### src/design/wavhdr_pkg.sv
// shared types, status codes and phase encoding for the wave header parser
`timescale 1ns / 1ps

package wavhdr_pkg;

  localparam int DATA_W = 232;

  localparam logic [2:0] STATUS_OK        = 3'd0;
  localparam logic [2:0] STATUS_NO_RIFF   = 3'd1;
  localparam logic [2:0] STATUS_NO_WAVE   = 3'd2;
  localparam logic [2:0] STATUS_FMT_SHORT = 3'd3;
  localparam logic [2:0] STATUS_TRUNC     = 3'd4;
  localparam logic [2:0] STATUS_NO_DATA   = 3'd5;

  localparam logic [31:0] TAG_RIFF = 32'h4646_4952;
  localparam logic [31:0] TAG_WAVE = 32'h4556_4157;
  localparam logic [31:0] TAG_FMT  = 32'h2074_6d66;
  localparam logic [31:0] TAG_DATA = 32'h6174_6164;

  localparam logic [31:0] FMT_MIN_LEN      = 32'd16;
  localparam logic [31:0] CD_RATE          = 32'd44100;
  localparam logic [31:0] CD_BYTES_PER_SEC = 32'd176400;
  localparam logic [31:0] RIFF_EXTRA       = 32'd8;
  localparam logic [15:0] CD_CHANNELS      = 16'd2;
  localparam logic [15:0] CD_BITS          = 16'd16;

  localparam logic [1:0] KIND_OTHER = 2'd0;
  localparam logic [1:0] KIND_FMT   = 2'd1;
  localparam logic [1:0] KIND_DATA  = 2'd2;

  typedef enum logic [3:0] {
    PH_RIFF, PH_RSIZE, PH_WAVE, PH_CID, PH_CSIZE, PH_SKIP,
    PH_FORMAT, PH_CHAN, PH_RATE, PH_BRATE, PH_ALIGN, PH_BITS,
    PH_DONE, PH_HALT
  } phase_t;

  typedef struct packed {
    logic       op;
    logic [7:0] byte_in;
  } item_t;

  typedef struct packed {
    logic [2:0]  status;
    logic [15:0] audio_format;
    logic [15:0] channel_count;
    logic [31:0] sample_rate;
    logic [31:0] byte_rate;
    logic [15:0] block_align;
    logic [15:0] sample_bits;
    logic [31:0] file_size;
    logic [31:0] data_size;
    logic [31:0] data_offset;
    logic        cd_quality;
  } result_t;

  function automatic logic [2:0] field_len(phase_t ph);
    logic [2:0] len;
    case (ph)
      PH_RIFF, PH_RSIZE, PH_WAVE, PH_CID, PH_CSIZE, PH_RATE, PH_BRATE: len = 3'd4;
      PH_FORMAT, PH_CHAN, PH_ALIGN, PH_BITS:                             len = 3'd2;
      default:                                                           len = 3'd0;
    endcase
    return len;
  endfunction

endpackage

### src/design/wavhdr_in_reg.sv
// input register stage for incoming header bytes
`timescale 1ns / 1ps

module wavhdr_in_reg (
  input  logic               clk,
  input  logic               rst,
  input  logic               in_valid,
  output logic               in_ready,
  input  wavhdr_pkg::item_t  in_item,
  output logic               item_valid,
  input  logic               item_take,
  output wavhdr_pkg::item_t  item
);
  import wavhdr_pkg::*;

  assign in_ready = !item_valid || item_take;

  always_ff @(posedge clk) begin
    if (rst) begin
      item_valid <= 1'b0;
    end else if (in_valid && in_ready) begin
      item_valid <= 1'b1;
    end else if (item_take) begin
      item_valid <= 1'b0;
    end
  end

  always_ff @(posedge clk) begin
    if (in_valid && in_ready) begin
      item <= in_item;
    end
  end

endmodule

### src/design/wavhdr_parser.sv
// header parse state and per-byte update logic
`timescale 1ns / 1ps

module wavhdr_parser (
  input  logic                 clk,
  input  logic                 rst,
  input  logic                 step,
  input  wavhdr_pkg::item_t    item,
  output logic                 res_valid,
  output wavhdr_pkg::result_t  res
);
  import wavhdr_pkg::*;

  phase_t      phase, phase_next;
  logic [2:0]  fbi, fbi_next;
  logic [31:0] shift, shift_next;
  logic [1:0]  kind, kind_next;
  logic [31:0] chunk_len, chunk_len_next;
  logic [31:0] skip_rem, skip_rem_next;
  logic [31:0] pos, pos_next;
  logic [31:0] riff_total, riff_total_next;
  logic [15:0] fmt_code, fmt_code_next;
  logic [15:0] chans, chans_next;
  logic [15:0] align, align_next;
  logic [15:0] bits, bits_next;
  logic [31:0] srate, srate_next;
  logic [31:0] brate, brate_next;

  logic [31:0] val;
  logic [15:0] half;
  logic [2:0]  fbi_inc;
  logic [31:0] skip_dec;
  logic [31:0] fmt_extra;
  logic [31:0] pos_inc;
  logic        cd;

  assign val       = {item.byte_in, shift[31:8]};
  assign half      = val[31:16];
  assign fbi_inc   = fbi + 3'd1;
  assign skip_dec  = skip_rem - 32'd1;
  assign fmt_extra = chunk_len - FMT_MIN_LEN;
  assign pos_inc   = pos + 32'd1;
  assign cd        = (chans == CD_CHANNELS) && (bits == CD_BITS) &&
                     (srate == CD_RATE) && (brate == CD_BYTES_PER_SEC);

  always_comb begin
    phase_next      = phase;
    fbi_next        = fbi;
    shift_next      = shift;
    kind_next       = kind;
    chunk_len_next  = chunk_len;
    skip_rem_next   = skip_rem;
    pos_next        = pos;
    riff_total_next = riff_total;
    fmt_code_next   = fmt_code;
    chans_next      = chans;
    align_next      = align;
    bits_next       = bits;
    srate_next      = srate;
    brate_next      = brate;
    res_valid       = 1'b0;
    res             = '0;
    if (step) begin
      if (item.op) begin
        if (phase != PH_DONE && phase != PH_HALT) begin
          res_valid  = 1'b1;
          res.status = (phase == PH_SKIP || (phase == PH_CID && fbi == 3'd0)) ?
                       STATUS_NO_DATA : STATUS_TRUNC;
        end
        phase_next      = PH_RIFF;
        fbi_next        = '0;
        shift_next      = '0;
        kind_next       = KIND_OTHER;
        chunk_len_next  = '0;
        skip_rem_next   = '0;
        pos_next        = '0;
        riff_total_next = '0;
        fmt_code_next   = '0;
        chans_next      = '0;
        align_next      = '0;
        bits_next       = '0;
        srate_next      = '0;
        brate_next      = '0;
      end else if (phase != PH_DONE && phase != PH_HALT) begin
        pos_next = pos_inc;
        if (phase == PH_SKIP) begin
          skip_rem_next = skip_dec;
          if (skip_dec == 32'd0) begin
            phase_next = PH_CID;
          end
        end else begin
          shift_next = val;
          if (fbi_inc < field_len(phase)) begin
            fbi_next = fbi_inc;
          end else begin
            fbi_next = '0;
            case (phase)
              PH_RIFF: begin
                if (val != TAG_RIFF) begin
                  res_valid  = 1'b1;
                  res.status = STATUS_NO_RIFF;
                  phase_next = PH_HALT;
                end else begin
                  phase_next = PH_RSIZE;
                end
              end
              PH_RSIZE: begin
                riff_total_next = val + RIFF_EXTRA;
                phase_next      = PH_WAVE;
              end
              PH_WAVE: begin
                if (val != TAG_WAVE) begin
                  res_valid  = 1'b1;
                  res.status = STATUS_NO_WAVE;
                  phase_next = PH_HALT;
                end else begin
                  phase_next = PH_CID;
                end
              end
              PH_CID: begin
                kind_next  = (val == TAG_FMT) ? KIND_FMT :
                             (val == TAG_DATA) ? KIND_DATA : KIND_OTHER;
                phase_next = PH_CSIZE;
              end
              PH_CSIZE: begin
                chunk_len_next = val;
                if (kind == KIND_FMT) begin
                  if (val < FMT_MIN_LEN) begin
                    res_valid  = 1'b1;
                    res.status = STATUS_FMT_SHORT;
                    phase_next = PH_HALT;
                  end else begin
                    phase_next = PH_FORMAT;
                  end
                end else if (kind == KIND_DATA) begin
                  res_valid         = 1'b1;
                  res.status        = STATUS_OK;
                  res.audio_format  = fmt_code;
                  res.channel_count = chans;
                  res.sample_rate   = srate;
                  res.byte_rate     = brate;
                  res.block_align   = align;
                  res.sample_bits   = bits;
                  res.file_size     = riff_total;
                  res.data_size     = val;
                  res.data_offset   = pos_inc;
                  res.cd_quality    = cd;
                  phase_next        = PH_DONE;
                end else begin
                  skip_rem_next = val;
                  phase_next    = (val != 32'd0) ? PH_SKIP : PH_CID;
                end
              end
              PH_FORMAT: begin
                fmt_code_next = half;
                phase_next    = PH_CHAN;
              end
              PH_CHAN: begin
                chans_next = half;
                phase_next = PH_RATE;
              end
              PH_RATE: begin
                srate_next = val;
                phase_next = PH_BRATE;
              end
              PH_BRATE: begin
                brate_next = val;
                phase_next = PH_ALIGN;
              end
              PH_ALIGN: begin
                align_next = half;
                phase_next = PH_BITS;
              end
              PH_BITS: begin
                bits_next     = half;
                skip_rem_next = fmt_extra;
                phase_next    = (fmt_extra != 32'd0) ? PH_SKIP : PH_CID;
              end
              default: begin
                phase_next = PH_HALT;
              end
            endcase
          end
        end
      end
    end
  end

  always_ff @(posedge clk) begin
    if (rst) begin
      phase      <= PH_RIFF;
      fbi        <= '0;
      shift      <= '0;
      kind       <= KIND_OTHER;
      chunk_len  <= '0;
      skip_rem   <= '0;
      pos        <= '0;
      riff_total <= '0;
      fmt_code   <= '0;
      chans      <= '0;
      align      <= '0;
      bits       <= '0;
      srate      <= '0;
      brate      <= '0;
    end else begin
      phase      <= phase_next;
      fbi        <= fbi_next;
      shift      <= shift_next;
      kind       <= kind_next;
      chunk_len  <= chunk_len_next;
      skip_rem   <= skip_rem_next;
      pos        <= pos_next;
      riff_total <= riff_total_next;
      fmt_code   <= fmt_code_next;
      chans      <= chans_next;
      align      <= align_next;
      bits       <= bits_next;
      srate      <= srate_next;
      brate      <= brate_next;
    end
  end

endmodule

### src/design/wavhdr_out_reg.sv
// result register holding one parse result until the receiver takes it
`timescale 1ns / 1ps

module wavhdr_out_reg (
  input  logic                 clk,
  input  logic                 rst,
  input  logic                 load,
  input  wavhdr_pkg::result_t  load_res,
  output logic                 free,
  output logic                 out_valid,
  input  logic                 out_ready,
  output wavhdr_pkg::result_t  out_res
);
  import wavhdr_pkg::*;

  assign free = !out_valid || out_ready;

  always_ff @(posedge clk) begin
    if (rst) begin
      out_valid <= 1'b0;
    end else if (load) begin
      out_valid <= 1'b1;
    end else if (out_ready) begin
      out_valid <= 1'b0;
    end
  end

  always_ff @(posedge clk) begin
    if (load) begin
      out_res <= load_res;
    end
  end

endmodule

### src/design/wav_header_chunk_parser_unit.sv
// top level of the riff wave header parser
//
// input stream: one transfer per file byte, s_axis_tuser low with the byte in
// s_axis_tdata, or s_axis_tuser high to mark end of stream, which returns the
// parser to its start state (and reports status 4 or 5 if the header was
// unfinished).
// output stream: one transfer per parse result. m_axis_tuser carries the
// status code, m_axis_tdata the header fields. an error result has all data
// fields zero. after a result, bytes are dropped until end of stream.
// path: the byte or end marker that causes a result passes the input register,
// then the result register, before the result is offered.
// throughput: one byte per cycle unless the receiver stalls; each byte is a
// single shift, compare or counter step between the input register and the result register.
// when the receiver stalls, the result register holds its result and the
// input register takes at most one more byte before s_axis_tready falls.
// reset: synchronous, clears the parse state and the valid flags of both register stages.
`timescale 1ns / 1ps

module wav_header_chunk_parser_unit (
  input  logic                         clk,
  input  logic                         rst,
  input  logic                         s_axis_tvalid,
  output logic                         s_axis_tready,
  input  logic [7:0]                   s_axis_tdata,   // byte_in
  input  logic                         s_axis_tuser,   // op
  output logic                         m_axis_tvalid,
  input  logic                         m_axis_tready,
  // audio_format, channel_count, sample_rate, byte_rate, block_align,
  // sample_bits, file_size, data_size, data_offset, cd_quality, zero fill
  output logic [wavhdr_pkg::DATA_W-1:0] m_axis_tdata,
  output logic [2:0]                   m_axis_tuser    // status
);
  import wavhdr_pkg::*;

  item_t   in_item, item;
  logic    item_valid, step, free;
  logic    res_valid;
  result_t res, out_res;

  assign in_item.op      = s_axis_tuser;
  assign in_item.byte_in = s_axis_tdata;
  assign step            = item_valid && free;

  wavhdr_in_reg u_in (
    .clk        (clk),
    .rst        (rst),
    .in_valid   (s_axis_tvalid),
    .in_ready   (s_axis_tready),
    .in_item    (in_item),
    .item_valid (item_valid),
    .item_take  (step),
    .item       (item)
  );

  wavhdr_parser u_parser (
    .clk       (clk),
    .rst       (rst),
    .step      (step),
    .item      (item),
    .res_valid (res_valid),
    .res       (res)
  );

  wavhdr_out_reg u_out (
    .clk       (clk),
    .rst       (rst),
    .load      (step && res_valid),
    .load_res  (res),
    .free      (free),
    .out_valid (m_axis_tvalid),
    .out_ready (m_axis_tready),
    .out_res   (out_res)
  );

  assign m_axis_tuser = out_res.status;
  assign m_axis_tdata = {7'd0, out_res.cd_quality, out_res.data_offset, out_res.data_size,
                         out_res.file_size, out_res.sample_bits, out_res.block_align,
                         out_res.byte_rate, out_res.sample_rate, out_res.channel_count,
                         out_res.audio_format};

endmodule

### config.mk
export PLATFORM = sky130hd
export DESIGN_NAME = wav_header_chunk_parser_unit
export DESIGN_NICKNAME = d
export VERILOG_FILES = /design/src/design/wavhdr_pkg.sv /design/src/design/wavhdr_in_reg.sv /design/src/design/wavhdr_parser.sv /design/src/design/wavhdr_out_reg.sv /design/src/design/wav_header_chunk_parser_unit.sv
export SDC_FILE = /design/constraint.sdc
export NUM_CORES = 1
export LEC_CHECK = 0
export BUFFER_PORTS_ARGS = -buffer_cell sky130_fd_sc_hd__buf_4
export CAP_MARGIN = 40
export CORE_ASPECT_RATIO = 1.4
export CORE_MARGIN = 1.5
export CORE_UTILIZATION = 40
export DETAILED_ROUTE_END_ITERATION = 6
export GPL_ROUTABILITY_DRIVEN = 0
export GPL_TIMING_DRIVEN = 0
export PLACE_DENSITY_LB_ADDON = 0.12
export SLEW_MARGIN = 20
export SYNTH_ARGS = -nofsm -noshare
export SYNTH_HDL_FRONTEND = slang
export SYNTH_SLANG_ARGS = --single-unit
export TNS_END_PERCENT = 30
### constraint.sdc
create_clock -name clk -period 14.75 [get_ports clk]
set_input_delay 0.7375 -clock clk [delete_from_list [all_inputs] [get_ports clk]]
set_output_delay 0.7375 -clock clk [all_outputs]
set_load 0.05 [all_outputs]
==> qor.txt <==
DR iter-0 viols -> 1,436
I/O pins -> 250
PD cells -> 112 nW/um^2
flops & latches, synth -> 530
clock sink total -> 530
Yosys top cell by area -> edfxtp_1
post-DP HPWL -> 58,700 microns
Hold Path Stages -> 1
RSZ-0062 raised after global routing -> false
Placed Area -> 26,600 sq um
H-tree depth -> 2
Final Hold Viols -> 0
top post-synthesis cells by area -> edfxtp_1 (30%), dfxtp_1 (25%), and2_1 (5.5%)
Rows -> 105
Remaining DRCs -> 0
Most used DFF post-synth -> dfxtp_1
largest net degree at the start of global routing -> 104
Setup Buffers After CTS -> 0
outcome -> complete, no violations
final net count -> 2,749
layout cells sized above 1 -> 0.140
VDD IR-drop max -> 0.0876 mV
crit path DAT -> 4.81 ns
port bufs -> 241
fmax -> 0.219 GHz
clk root buf -> clkbuf_16
Filler cells -> 5,583
distinct cell type count after synthesis -> 76
Post-synth EDFFs -> 237
Routed Antenna Nets -> 0
core footprint -> 58,600 sq um
pins over their slew limit -> 0
TritonRoute pass-1 iters -> 7
ys async rst share -> 0
CP endpoint kind -> register
starting density of the core -> 0.404
area of the die -> 60,700 sq um
worst skew pair latency -> 0.61 ns
Avg Cell Area, Syn -> 9.82 sq um
post-cts sizing count -> 0
gate count after technology mapping -> 2,411
hold slack -> 0.312 ns
first-pass GRT wire length -> 115,000 microns
synth warn -> 0
hold crit path type -> input pin to register
commonest non-fill, non-tap cell in the layout -> dfxtp_1
Synth top area share -> 0.301
grt ovf -> 0
CTS Buffer Depth -> 3
cell area after synthesis -> 23,700 sq um
final setup violation count -> 0
Routed WL -> 78,100 microns
Tcrit/Tclk final -> 0.310
worst endpoint required time -> 14.98 ns
CP Max Fanout -> 103
Layout Area Growth over Synthesis -> 19.7%
Chip Width -> 209 microns
max_cap viols -> 0
initial antenna violation count -> 4
CTS Hold Bufs -> 0
Slew HR -> 0.351
vias in the first global route -> 18.9k
Leakage Power -> 11.2 nW
Worst R2R Path Depth -> 10
most frequent cells in the layout -> dfxtp_1 (293), nor2_1 (277), buf_4 (259), edfxtp_1 (237), nand2_1 (234)
Die H -> 291 microns
Final Skew -> 0.0301 ns
fin crit period -> 4.57 ns
GRT Overall Usage -> 0.250
crit start category -> register
setup TNS -> 0 ns
CTS Buf Count -> 51
vias -> 19.5k
Seq/Total Area, Yosys -> 0.548
DR vias/cell -> 5.53
fin area -> 28,300 sq um
Crit Path Category -> register to register
ant diodes -> 0
Slew @ Worst Pin -> 0.973 ns
wire per inst -> 22.2 microns
Worst-path clk slew -> 0.06 ns
CTS tree -> done
[metrics by stage]
step           worst slack (ns)  power (W)  instances  utilization
2_1_floorplan              8.06    0.00177       2417            -
3_3_place_gp               5.07    0.00186       3407        0.451
3_5_place_dp              10.31    0.00186       3420        0.454
4_1_cts                   10.31    0.00319       3516        0.483
5_1_grt                   10.03    0.00326       3519        0.484
6_report                  10.18    0.00317       3519        0.484
[metal layers]
| metal | part of all wire | track usage | up-vias |
|---|---|---|---|
| li1 | - | - | 9148 |
| met1 | 0.39 | 0.290 | 9330 |
| met2 | 0.50 | 0.442 | 755 |
| met3 | 0.058 | 0.0385 | 215 |
| met4 | 0.057 | 0.134 | 4 |
| met5 | 0.00031 | 0 | - |
[cell families after synthesis]
kind of cell | count (synthesis) | synth area share
simple gates | 1075 | 0.236
flops | 530 | 0.548
compound gates | 463 | 0.127
buf+inv | 209 | 0.0367
xor+xnor | 101 | 0.0374
mux | 23 | 0.00972
fa+ha+maj | 9 | 0.00476
other cells | 1 | 0.000158
[area by class of cell]
class / instances / area [sq um] / area share
sequential: 530 / 13000 / 0.458
multi-input combinational: 1678 / 9860 / 0.348
timing repair buffer: 257 / 1990 / 0.0702
clock buffer: 65 / 1390 / 0.0492
tap: 749 / 937 / 0.0331
buffer: 195 / 817 / 0.0288
clock inverter: 31 / 307 / 0.0108
inverter: 14 / 60.1 / 0.00212
[critical path, stage by stage (launching register included)]
cell	delay, ns
edfxtp_1	0.32
clkbuf_1	0.48
clkbuf_1	0.49
clkbuf_1	0.59
clkbuf_1	0.58
nand4_1	0.26
inv_1	0.12
nor2_1	0.11
inv_8	0.24
buf_16	0.33
buf_16	0.37
[final timing paths]
path / from / end / slack [ns]
max reg2reg: u_in.item[8] / u_out.out_res[40] / 10.18
min: s_axis_tdata[6] / u_in.item[6] / 0.31
min reg2reg: u_parser.brate[2] / u_parser.brate[2] / 0.47
max: u_in.item[8] / u_out.out_res[40] / 10.18
[report_power, final]
part           switching [W]  total [W]  internal [W]
Sequential         0.0000259    0.00159       0.00156
Clock               0.000578    0.00134      0.000759
Combinational       0.000172   0.000246     0.0000745
Total               0.000775    0.00317       0.00239
[registers in the layout, summed over array words and instances (netlist names), 2 cells and up, named ones only]
register             count
u_parser.fmt_code       16
u_out.out_res          228
u_parser.bits           16
u_in.item                9
u_parser.skip_rem       32
u_parser.kind            2
u_parser.riff_total     32
u_parser.srate          32
u_parser.chunk_len      32
u_parser.align          16
u_parser.brate          32
u_parser.phase           4
u_parser.shift          24
u_parser.pos            32
u_parser.chans          16
u_parser.fbi             3
[synthesized netlist by cell type (12+ instances only)]
cell      count
nor3_1       61
nor2_1      277
and2_1      208
a211oi_1     16
o22a_1       64
and3_1       19
nor2b_1      37
clkbuf_1    168
edfxtp_1    237
or3_1        21
o211ai_1     14
nand3_1      42
nand2b_1     21
a22oi_1      66
xnor2_1      60
nand2_1     234
nor4_1       43
o21ai_0      70
nor4b_1      12
mux2i_1      23
nand4_1      28
a21oi_1     161
o21a_1       18
xor2_1       41
dfxtp_1     293
inv_1        14
Note: power is estimated with default switching activity, not from simulation.
